<file path="config.mk">
export PLATFORM = sky130hd
export DESIGN_NAME = playfair_digram_cipher_top
export DESIGN_NICKNAME = d
export VERILOG_FILES = /design/src/hw/rtl/pdc_pkg.sv /design/src/hw/rtl/pdc_prio_enc.sv /design/src/hw/rtl/playfair_digram_cipher_top.sv
export SDC_FILE = /design/constraint.sdc
export NUM_CORES = 1
export LEC_CHECK = 0
export ABC_CLOCK_PERIOD_IN_PS = 2820
export BUFFER_PORTS_ARGS = -buffer_cell sky130_fd_sc_hd__buf_2
export CAP_MARGIN = 40
export CORE_MARGIN = 1.5
export CORE_UTILIZATION = 50
export DETAILED_ROUTE_END_ITERATION = 7
export PLACE_DENSITY_LB_ADDON = 0.2
export SYNTH_ARGS = -nofsm -noshare
export SYNTH_HDL_FRONTEND = slang
export SYNTH_SLANG_ARGS = --single-unit
</file>
<file path="constraint.sdc">
create_clock -name clk -period 2.82 [get_ports clk]
set_clock_uncertainty 0.2 [all_clocks]
set_input_delay 0.423 -clock clk [delete_from_list [all_inputs] [get_ports clk]]
set_output_delay 0.423 -clock clk [all_outputs]
set_load 0.03 [all_outputs]
</file>
<file path="src/hw/rtl/pdc_pkg.sv">
// Shared types, constants and helpers for the Playfair digram cipher.
// No dependencies; used by pdc_prio_enc and playfair_digram_cipher_top.
`timescale 1ns / 1ps

package pdc_pkg;

  localparam int unsigned Side = 5;
  localparam int unsigned Cells = Side * Side;
  localparam int unsigned LetterW = 5;
  localparam int unsigned RowW = Side * LetterW;
  localparam int unsigned IdxW = 3;

  localparam logic [LetterW-1:0] LetterJ = 5'd9;
  localparam logic [LetterW-1:0] LetterI = 5'd8;

  // reset key square: a b c d e / f g h i k / l m n o p / q r s t u / v w x y z
  localparam logic [RowW-1:0] SquareRow0Rst = 25'd4294688;
  localparam logic [RowW-1:0] SquareRow1Rst = 25'd10755269;
  localparam logic [RowW-1:0] SquareRow2Rst = 25'd16201099;
  localparam logic [RowW-1:0] SquareRow3Rst = 25'd21613104;
  localparam logic [RowW-1:0] SquareRow4Rst = 25'd27025109;

  typedef enum logic [2:0] {
    REG_DECRYPT_MODE = 3'd0,
    REG_SQUARE_ROW0  = 3'd1,
    REG_SQUARE_ROW1  = 3'd2,
    REG_SQUARE_ROW2  = 3'd3,
    REG_SQUARE_ROW3  = 3'd4,
    REG_SQUARE_ROW4  = 3'd5
  } cfg_reg_t;

  typedef struct packed {
    logic [LetterW-1:0] first_letter;
    logic [LetterW-1:0] second_letter;
  } in_beat_t;

  typedef struct packed {
    logic [LetterW-1:0] first_result;
    logic [LetterW-1:0] second_result;
    logic               not_in_square;
  } out_beat_t;

  // square position of a letter
  typedef struct packed {
    logic            found;
    logic [IdxW-1:0] row;
    logic [IdxW-1:0] col;
  } loc_t;

  // row or column index stepped by one, modulo the side
  function automatic logic [IdxW-1:0] step_idx(input logic [IdxW-1:0] idx,
                                              input logic dec);
    logic [IdxW-1:0] res;
    if (dec) begin
      res = (idx == '0) ? IdxW'(Side - 1) : idx - 1'b1;
    end else begin
      res = (idx == IdxW'(Side - 1)) ? '0 : idx + 1'b1;
    end
    return res;
  endfunction

  function automatic logic [LetterW-1:0] fold_j(input logic [LetterW-1:0] l);
    return (l == LetterJ) ? LetterI : l;
  endfunction

endpackage

</file>
<file path="src/hw/rtl/pdc_prio_enc.sv">
// Priority encoder: first set cell of a row-major hit vector to row/column.
// Depends on pdc_pkg.
`timescale 1ns / 1ps

module pdc_prio_enc (
  input  logic [pdc_pkg::Cells-1:0] hit,
  output pdc_pkg::loc_t             loc
);

  always_comb begin
    loc = '0;
    // walk from the last cell down so the lowest matching cell wins
    for (int r = pdc_pkg::Side - 1; r >= 0; r--) begin
      for (int c = pdc_pkg::Side - 1; c >= 0; c--) begin
        if (hit[r * pdc_pkg::Side + c]) begin
          loc.found = 1'b1;
          loc.row   = pdc_pkg::IdxW'(r);
          loc.col   = pdc_pkg::IdxW'(c);
        end
      end
    end
  end

endmodule

</file>
<file path="src/hw/rtl/playfair_digram_cipher_top.sv">
// Throughput: one digram per cycle while the output is not stalled by out_ready;
// five register stages (fold, cell compare, priority encode, shift/swap, square
// read-out) each hold one beat. Reset (rst, synchronous): pipeline emptied,
// decrypt_mode cleared, key square set to a..z without j in row-major order.
// Depends on pdc_pkg, pdc_prio_enc.
`timescale 1ns / 1ps

module playfair_digram_cipher_top (
  input  logic                        clk,
  input  logic                        rst,
  input  logic                        cfg_we,
  input  logic [2:0]                  cfg_index,
  input  logic [pdc_pkg::RowW-1:0]    cfg_data,
  input  logic                        in_valid,
  output logic                        in_ready,
  input  pdc_pkg::in_beat_t           in_data,
  output logic                        out_valid,
  input  logic                        out_ready,
  output pdc_pkg::out_beat_t          out_data
);

  localparam int unsigned LW = pdc_pkg::LetterW;
  localparam int unsigned IW = pdc_pkg::IdxW;

  // configuration
  logic                            decrypt_mode;
  logic [pdc_pkg::Side-1:0][pdc_pkg::RowW-1:0] square;

  always_ff @(posedge clk) begin
    if (rst) begin
      decrypt_mode <= 1'b0;
      square[0]    <= pdc_pkg::SquareRow0Rst;
      square[1]    <= pdc_pkg::SquareRow1Rst;
      square[2]    <= pdc_pkg::SquareRow2Rst;
      square[3]    <= pdc_pkg::SquareRow3Rst;
      square[4]    <= pdc_pkg::SquareRow4Rst;
    end else if (cfg_we) begin
      unique case (cfg_index)
        pdc_pkg::REG_DECRYPT_MODE: decrypt_mode <= cfg_data[0];
        pdc_pkg::REG_SQUARE_ROW0:  square[0]    <= cfg_data;
        pdc_pkg::REG_SQUARE_ROW1:  square[1]    <= cfg_data;
        pdc_pkg::REG_SQUARE_ROW2:  square[2]    <= cfg_data;
        pdc_pkg::REG_SQUARE_ROW3:  square[3]    <= cfg_data;
        pdc_pkg::REG_SQUARE_ROW4:  square[4]    <= cfg_data;
        default: ;
      endcase
    end
  end

  // stage enables: a stage loads when empty or when its beat moves on
  logic va, vb, vc, vd;
  logic en_a, en_b, en_c, en_d, en_o;

  assign en_o     = !out_valid || out_ready;
  assign en_d     = !vd || en_o;
  assign en_c     = !vc || en_d;
  assign en_b     = !vb || en_c;
  assign en_a     = !va || en_b;
  assign in_ready = en_a;

  always_ff @(posedge clk) begin
    if (rst) begin
      va        <= 1'b0;
      vb        <= 1'b0;
      vc        <= 1'b0;
      vd        <= 1'b0;
      out_valid <= 1'b0;
    end else begin
      if (en_a) va        <= in_valid;
      if (en_b) vb        <= va;
      if (en_c) vc        <= vb;
      if (en_d) vd        <= vc;
      if (en_o) out_valid <= vd;
    end
  end

  // stage a: j folds to i
  logic [LW-1:0] a_l1, a_l2;

  always_ff @(posedge clk) begin
    if (en_a) begin
      a_l1 <= pdc_pkg::fold_j(in_data.first_letter);
      a_l2 <= pdc_pkg::fold_j(in_data.second_letter);
    end
  end

  // stage b: compare both letters against every cell
  logic [pdc_pkg::Cells-1:0] hit1, hit2, b_hit1, b_hit2;

  always_comb begin
    for (int r = 0; r < pdc_pkg::Side; r++) begin
      for (int c = 0; c < pdc_pkg::Side; c++) begin
        hit1[r * pdc_pkg::Side + c] = (square[r][c * LW +: LW] == a_l1);
        hit2[r * pdc_pkg::Side + c] = (square[r][c * LW +: LW] == a_l2);
      end
    end
  end

  always_ff @(posedge clk) begin
    if (en_b) begin
      b_hit1 <= hit1;
      b_hit2 <= hit2;
    end
  end

  // stage c: first hit in row-major order
  pdc_pkg::loc_t loc1, loc2, c_loc1, c_loc2;

  pdc_prio_enc u_enc1 (.hit(b_hit1), .loc(loc1));
  pdc_prio_enc u_enc2 (.hit(b_hit2), .loc(loc2));

  always_ff @(posedge clk) begin
    if (en_c) begin
      c_loc1 <= loc1;
      c_loc2 <= loc2;
    end
  end

  // stage d: digram rules give the two output cells
  logic [IW-1:0] o1r, o1c, o2r, o2c;
  logic [IW-1:0] d_o1r, d_o1c, d_o2r, d_o2c;
  logic          miss, d_miss;
  logic          same_row, same_col;

  assign miss     = !c_loc1.found || !c_loc2.found;
  assign same_row = (c_loc1.row == c_loc2.row);
  assign same_col = (c_loc1.col == c_loc2.col);

  always_comb begin
    o1r = c_loc1.row;
    o1c = c_loc2.col;
    o2r = c_loc2.row;
    o2c = c_loc1.col;
    if (same_row && same_col) begin
      o1r = pdc_pkg::step_idx(c_loc1.row, decrypt_mode);
      o1c = pdc_pkg::step_idx(c_loc1.col, decrypt_mode);
      o2r = o1r;
      o2c = o1c;
    end else if (same_row) begin
      o1c = pdc_pkg::step_idx(c_loc1.col, decrypt_mode);
      o2c = pdc_pkg::step_idx(c_loc2.col, decrypt_mode);
    end else if (same_col) begin
      o1r = pdc_pkg::step_idx(c_loc1.row, decrypt_mode);
      o2r = pdc_pkg::step_idx(c_loc2.row, decrypt_mode);
      o1c = c_loc1.col;
      o2c = c_loc2.col;
    end
  end

  always_ff @(posedge clk) begin
    if (en_d) begin
      d_o1r  <= o1r;
      d_o1c  <= o1c;
      d_o2r  <= o2r;
      d_o2c  <= o2c;
      d_miss <= miss;
    end
  end

  // output stage: read the chosen cells
  function automatic logic [LW-1:0] col_pick(input logic [pdc_pkg::RowW-1:0] row_word,
                                             input logic [IW-1:0] col);
    logic [LW-1:0] res;
    case (col)
      3'd0:    res = row_word[0 * LW +: LW];
      3'd1:    res = row_word[1 * LW +: LW];
      3'd2:    res = row_word[2 * LW +: LW];
      3'd3:    res = row_word[3 * LW +: LW];
      default: res = row_word[4 * LW +: LW];
    endcase
    return res;
  endfunction

  pdc_pkg::out_beat_t res;

  always_comb begin
    res.not_in_square = d_miss;
    res.first_result  = d_miss ? '0 : col_pick(square[d_o1r], d_o1c);
    res.second_result = d_miss ? '0 : col_pick(square[d_o2r], d_o2c);
  end

  always_ff @(posedge clk) begin
    if (en_o && vd) begin
      out_data <= res;
    end
  end

  // a missing letter always gives zero letters
  assert property (@(posedge clk) disable iff (rst)
    out_valid && out_data.not_in_square |->
      out_data.first_result == '0 && out_data.second_result == '0)
    else $error("missing letter with nonzero result");

  // input is only held off by a stalled output
  assert property (@(posedge clk) disable iff (rst)
    !in_ready |-> out_valid && !out_ready)
    else $error("input stalled without output back-pressure");

  // nothing comes out of an emptied pipeline
  assert property (@(posedge clk) rst |=> !out_valid && !va && !vd)
    else $error("pipeline not empty after reset");

  // the first encoder's row and the second encoder's column always point inside the square
  assert property (@(posedge clk) disable iff (rst)
    vc && !miss |-> c_loc1.row < IW'(pdc_pkg::Side) && c_loc2.col < IW'(pdc_pkg::Side))
    else $error("located cell outside the square");

endmodule

</file>
==> results.toml <==
[synth]
synthSimpleGateAreaFrac_pct = 19.9
synth_cell_type_count = 66
synth_top_area_share_pct = 20.7
synth_compound_area_share_pct = 10.2
synth_top_cell_by_area = "edfxtp_1"
synthCells = 1563
synthArstFlopShare_pct = 0
yosys-top-cells-area = "edfxtp_1 (21%), dfxtp_1 (18%), xnor2_1 (9.7%)"
synth_warnings = 0
synth_top_family_by_area = "simple AND/OR/NAND/NOR gates"
synth_xor_area_share_pct = 16.1
yosysSeqAreaShare_pct = 39.2
syn-cell-area_um2 = 14200
avgSynthCellArea_um2 = 9.08
synth_adder_area_share_pct = 1.41
muxShareOfSynthArea_pct = 8.56
ys.flop_type = "dfxtp_1"
ys_ff_latch = 229
synth_edf_count = 98
syn_nets = 1622

[cells_and_area]
nNetsFinal = 1674
fin_area_um2 = 16000
mostFrequentLayoutCell = "nand2_1"
layout_common_cells = "nand2_1 (283), xnor2_1 (157), dfxtp_1 (131)"
drive_gt1_share_pct = 11.7
area_growth_pct = 12.6
diodes = 0

[clock_network]
tritoncts = "built"
clk_pin_slew_worst_paths_ps = 60
cts_num_sinks = 229
numCtsBuffers = 25
root_buffer = "clkbuf_16"
h-tree-depth = 1
cts_setup_buffers = 0
worstSkewPairLatency_ps = 540
clk_path_buf_depth = 3

[placed_design]
place_congestion = 0.994
dpl_worst_slack_ps = 432
placed_area_um2 = 14900
port_buffers = 55
hpwl_um = 36100

[global_route]
first_global_vias = 11300
grt_pass1_wl_um = 72900
antenna_found_initial = 1
track_usage_pct = 33.9
gr-total-overflow = 0
grt_max_degree = 65

[timing]
worst_pin_slew_ps = 895
clock.fmax_ghz = 0.396
hold_ws_ps = 14.2
slew_viol_final = 0
rsz0062_at_grt = "false"
tns_ps = 0
hold_viol = 0
setup_ws_ps = 292
period_share_pct = 89.6
min_period_ps = 2530
setup_viol = 0
relSlewSlack_pct = 40.3

[flow_run]
drv_cap = 0

[route]
dr_wl_met2_um = 22600
drc = 0
dr.first_iter.drc_count = 1394
dr.pass1.iters = 7
wl_met3_um = 4090
via_count = 12200
vias_per_cell = 6.06
drt-total-wl_um = 49100
routedWlPerCell_um = 24.4
top_layer = "met4"
postRouteAntennaNets = 0
wirelength_met1_um = 20600

[setup_path]
cp-end-kind = "output pin"
path_cells = "nor2b_1, and3_1, nand3_1, buf_4, buf_2"
cp_slowest_cell = "dfxtp_1"
path_buf_inv = 2
setup.worst_path.start_class = "register"
cp.arrival_ps = 1900
critPathTopFamily = "simple AND/OR/NAND/NOR gates"
required_ps = 2200
crit_fanout = 12
cpPeakStageDelay_ps = 310
path_class = "reg2out"

[power_and_ir_drop]
power_density_nw_per_um2 = 682
ir_drop_mv = 0.473
totalPowerFinal_mw = 10.9
p_leak_nw = 5.99

[floorplan]
die-area_um2 = 29400
core_area_um2 = 27900
fp.dieW_um = 171
die_h_um = 171
num_io_pins = 56
rows = 61
initial_utilization_pct = 50.9

[hold_path]
worstHoldPathType = "in2reg"

[status]
run_status = "finished clean"
==> power breakdown <==
group	internal, mW	switching [mW]	total [mW]	leakage (nW)
combinational	1.63	1.99	3.62	3.42
sequential	3.72	0.467	4.19	2.20
clock	1.73	1.36	3.09	0.372
total	7.08	3.82	10.9	5.99
==> cell usage after synthesis, types with 6 or more instances <==
cell type  instances
xnor2_1          157
a311oi_1           9
dfxtp_1          131
ha_1              16
nor3_1            71
a221oi_1          10
and3_1             7
buf_2             36
nand2_1          284
a21oi_1           98
clkbuf_1          62
or4_1              6
o211ai_1           7
a211oi_1          10
edfxtp_1          98
mux2_2            14
mux4_2            22
nand3b_1          57
nor2b_1           19
nand3_1           65
nor4_1            11
a2bb2oi_1          6
nor2_1            43
xor2_1           103
inv_1             33
mux2i_1           56
o22ai_1            8
nand2b_1           9
o21ai_0           40
==> logic make-up (layout without fill, tap and decap cells) <==
logic type / after synthesis / count (layout)
and+or+nand+nor: 589 / 589
buffers and inverters: 145 / 215
DFF: 229 / 229
xor gates and xnor gates: 260 / 260
AOI/OAI and AO/OA: 232 / 232
muxes: 92 / 92
adders and majority gates: 16 / 16
==> final cells by class <==
type / count / area [µm²]
well taps: 378 / 473
fillers: 2519 / 11900
clock buffers: 35 / 696
inverters: 33 / 124
multi-input cells: 1189 / 7980
clock inverters: 10 / 62.6
repair buffers: 137 / 1070
flip-flops and latches: 229 / 5570
==> per-stage QoR <==
step,utilization [%],instances
after global routing,57.3,2011
after detailed placement,53.5,1935
after CTS,57.3,2011
final,57.3,2011
after floorplan,-,1563
after global placement,53.5,1935
==> timing repair <==
action | in CTS | in global routing
resized for setup | 0 | 0
hold buffers | 31 | 0
hold endpoints to repair | 102 | 0
==> layer usage <==
layer | track usage (%) | up-vias
li1 | - | 5561
met1 | 47.1 | 5914
met2 | 54.4 | 602
met4 | 11.0 | 0
met5 | 0 | -
met3 | 4.72 | 106
==> flip-flops by register name (all words and copies together) (netlist names) <==
name / count
a_l2: 5
square: 125
vd: 1
vb: 1
out_data: 11
va: 1
d_o1r: 3
d_miss: 1
a_l1: 5
c_loc2: 7
d_o2r: 3
out_valid: 1
d_o1c: 3
decrypt_mode: 1
d_o2c: 3
b_hit1: 25
c_loc1: 7
vc: 1
b_hit2: 25
==> path summary, 6_finish.rpt <==
| kind | startpoint | end | slack (ps) | cells after the start |
|---|---|---|---|---|
| setup / recovery | out_valid$_SDFFE_PP0N_ | in_ready | 290 | 5 |
| hold / removal | in_data[5] | a_l1[0]$_SDFFCE_PN0P_ | 10 | 2 |
| setup reg to reg | d_o2r[2]$_DFFE_PP_ | out_data[3]$_SDFFCE_PP0P_ | 320 | 4 |
| hold reg to reg | vc$_SDFFE_PP0P_ | vd$_SDFFE_PP0P_ | 260 | 2 |
Power figures use the tool's default switching activity.
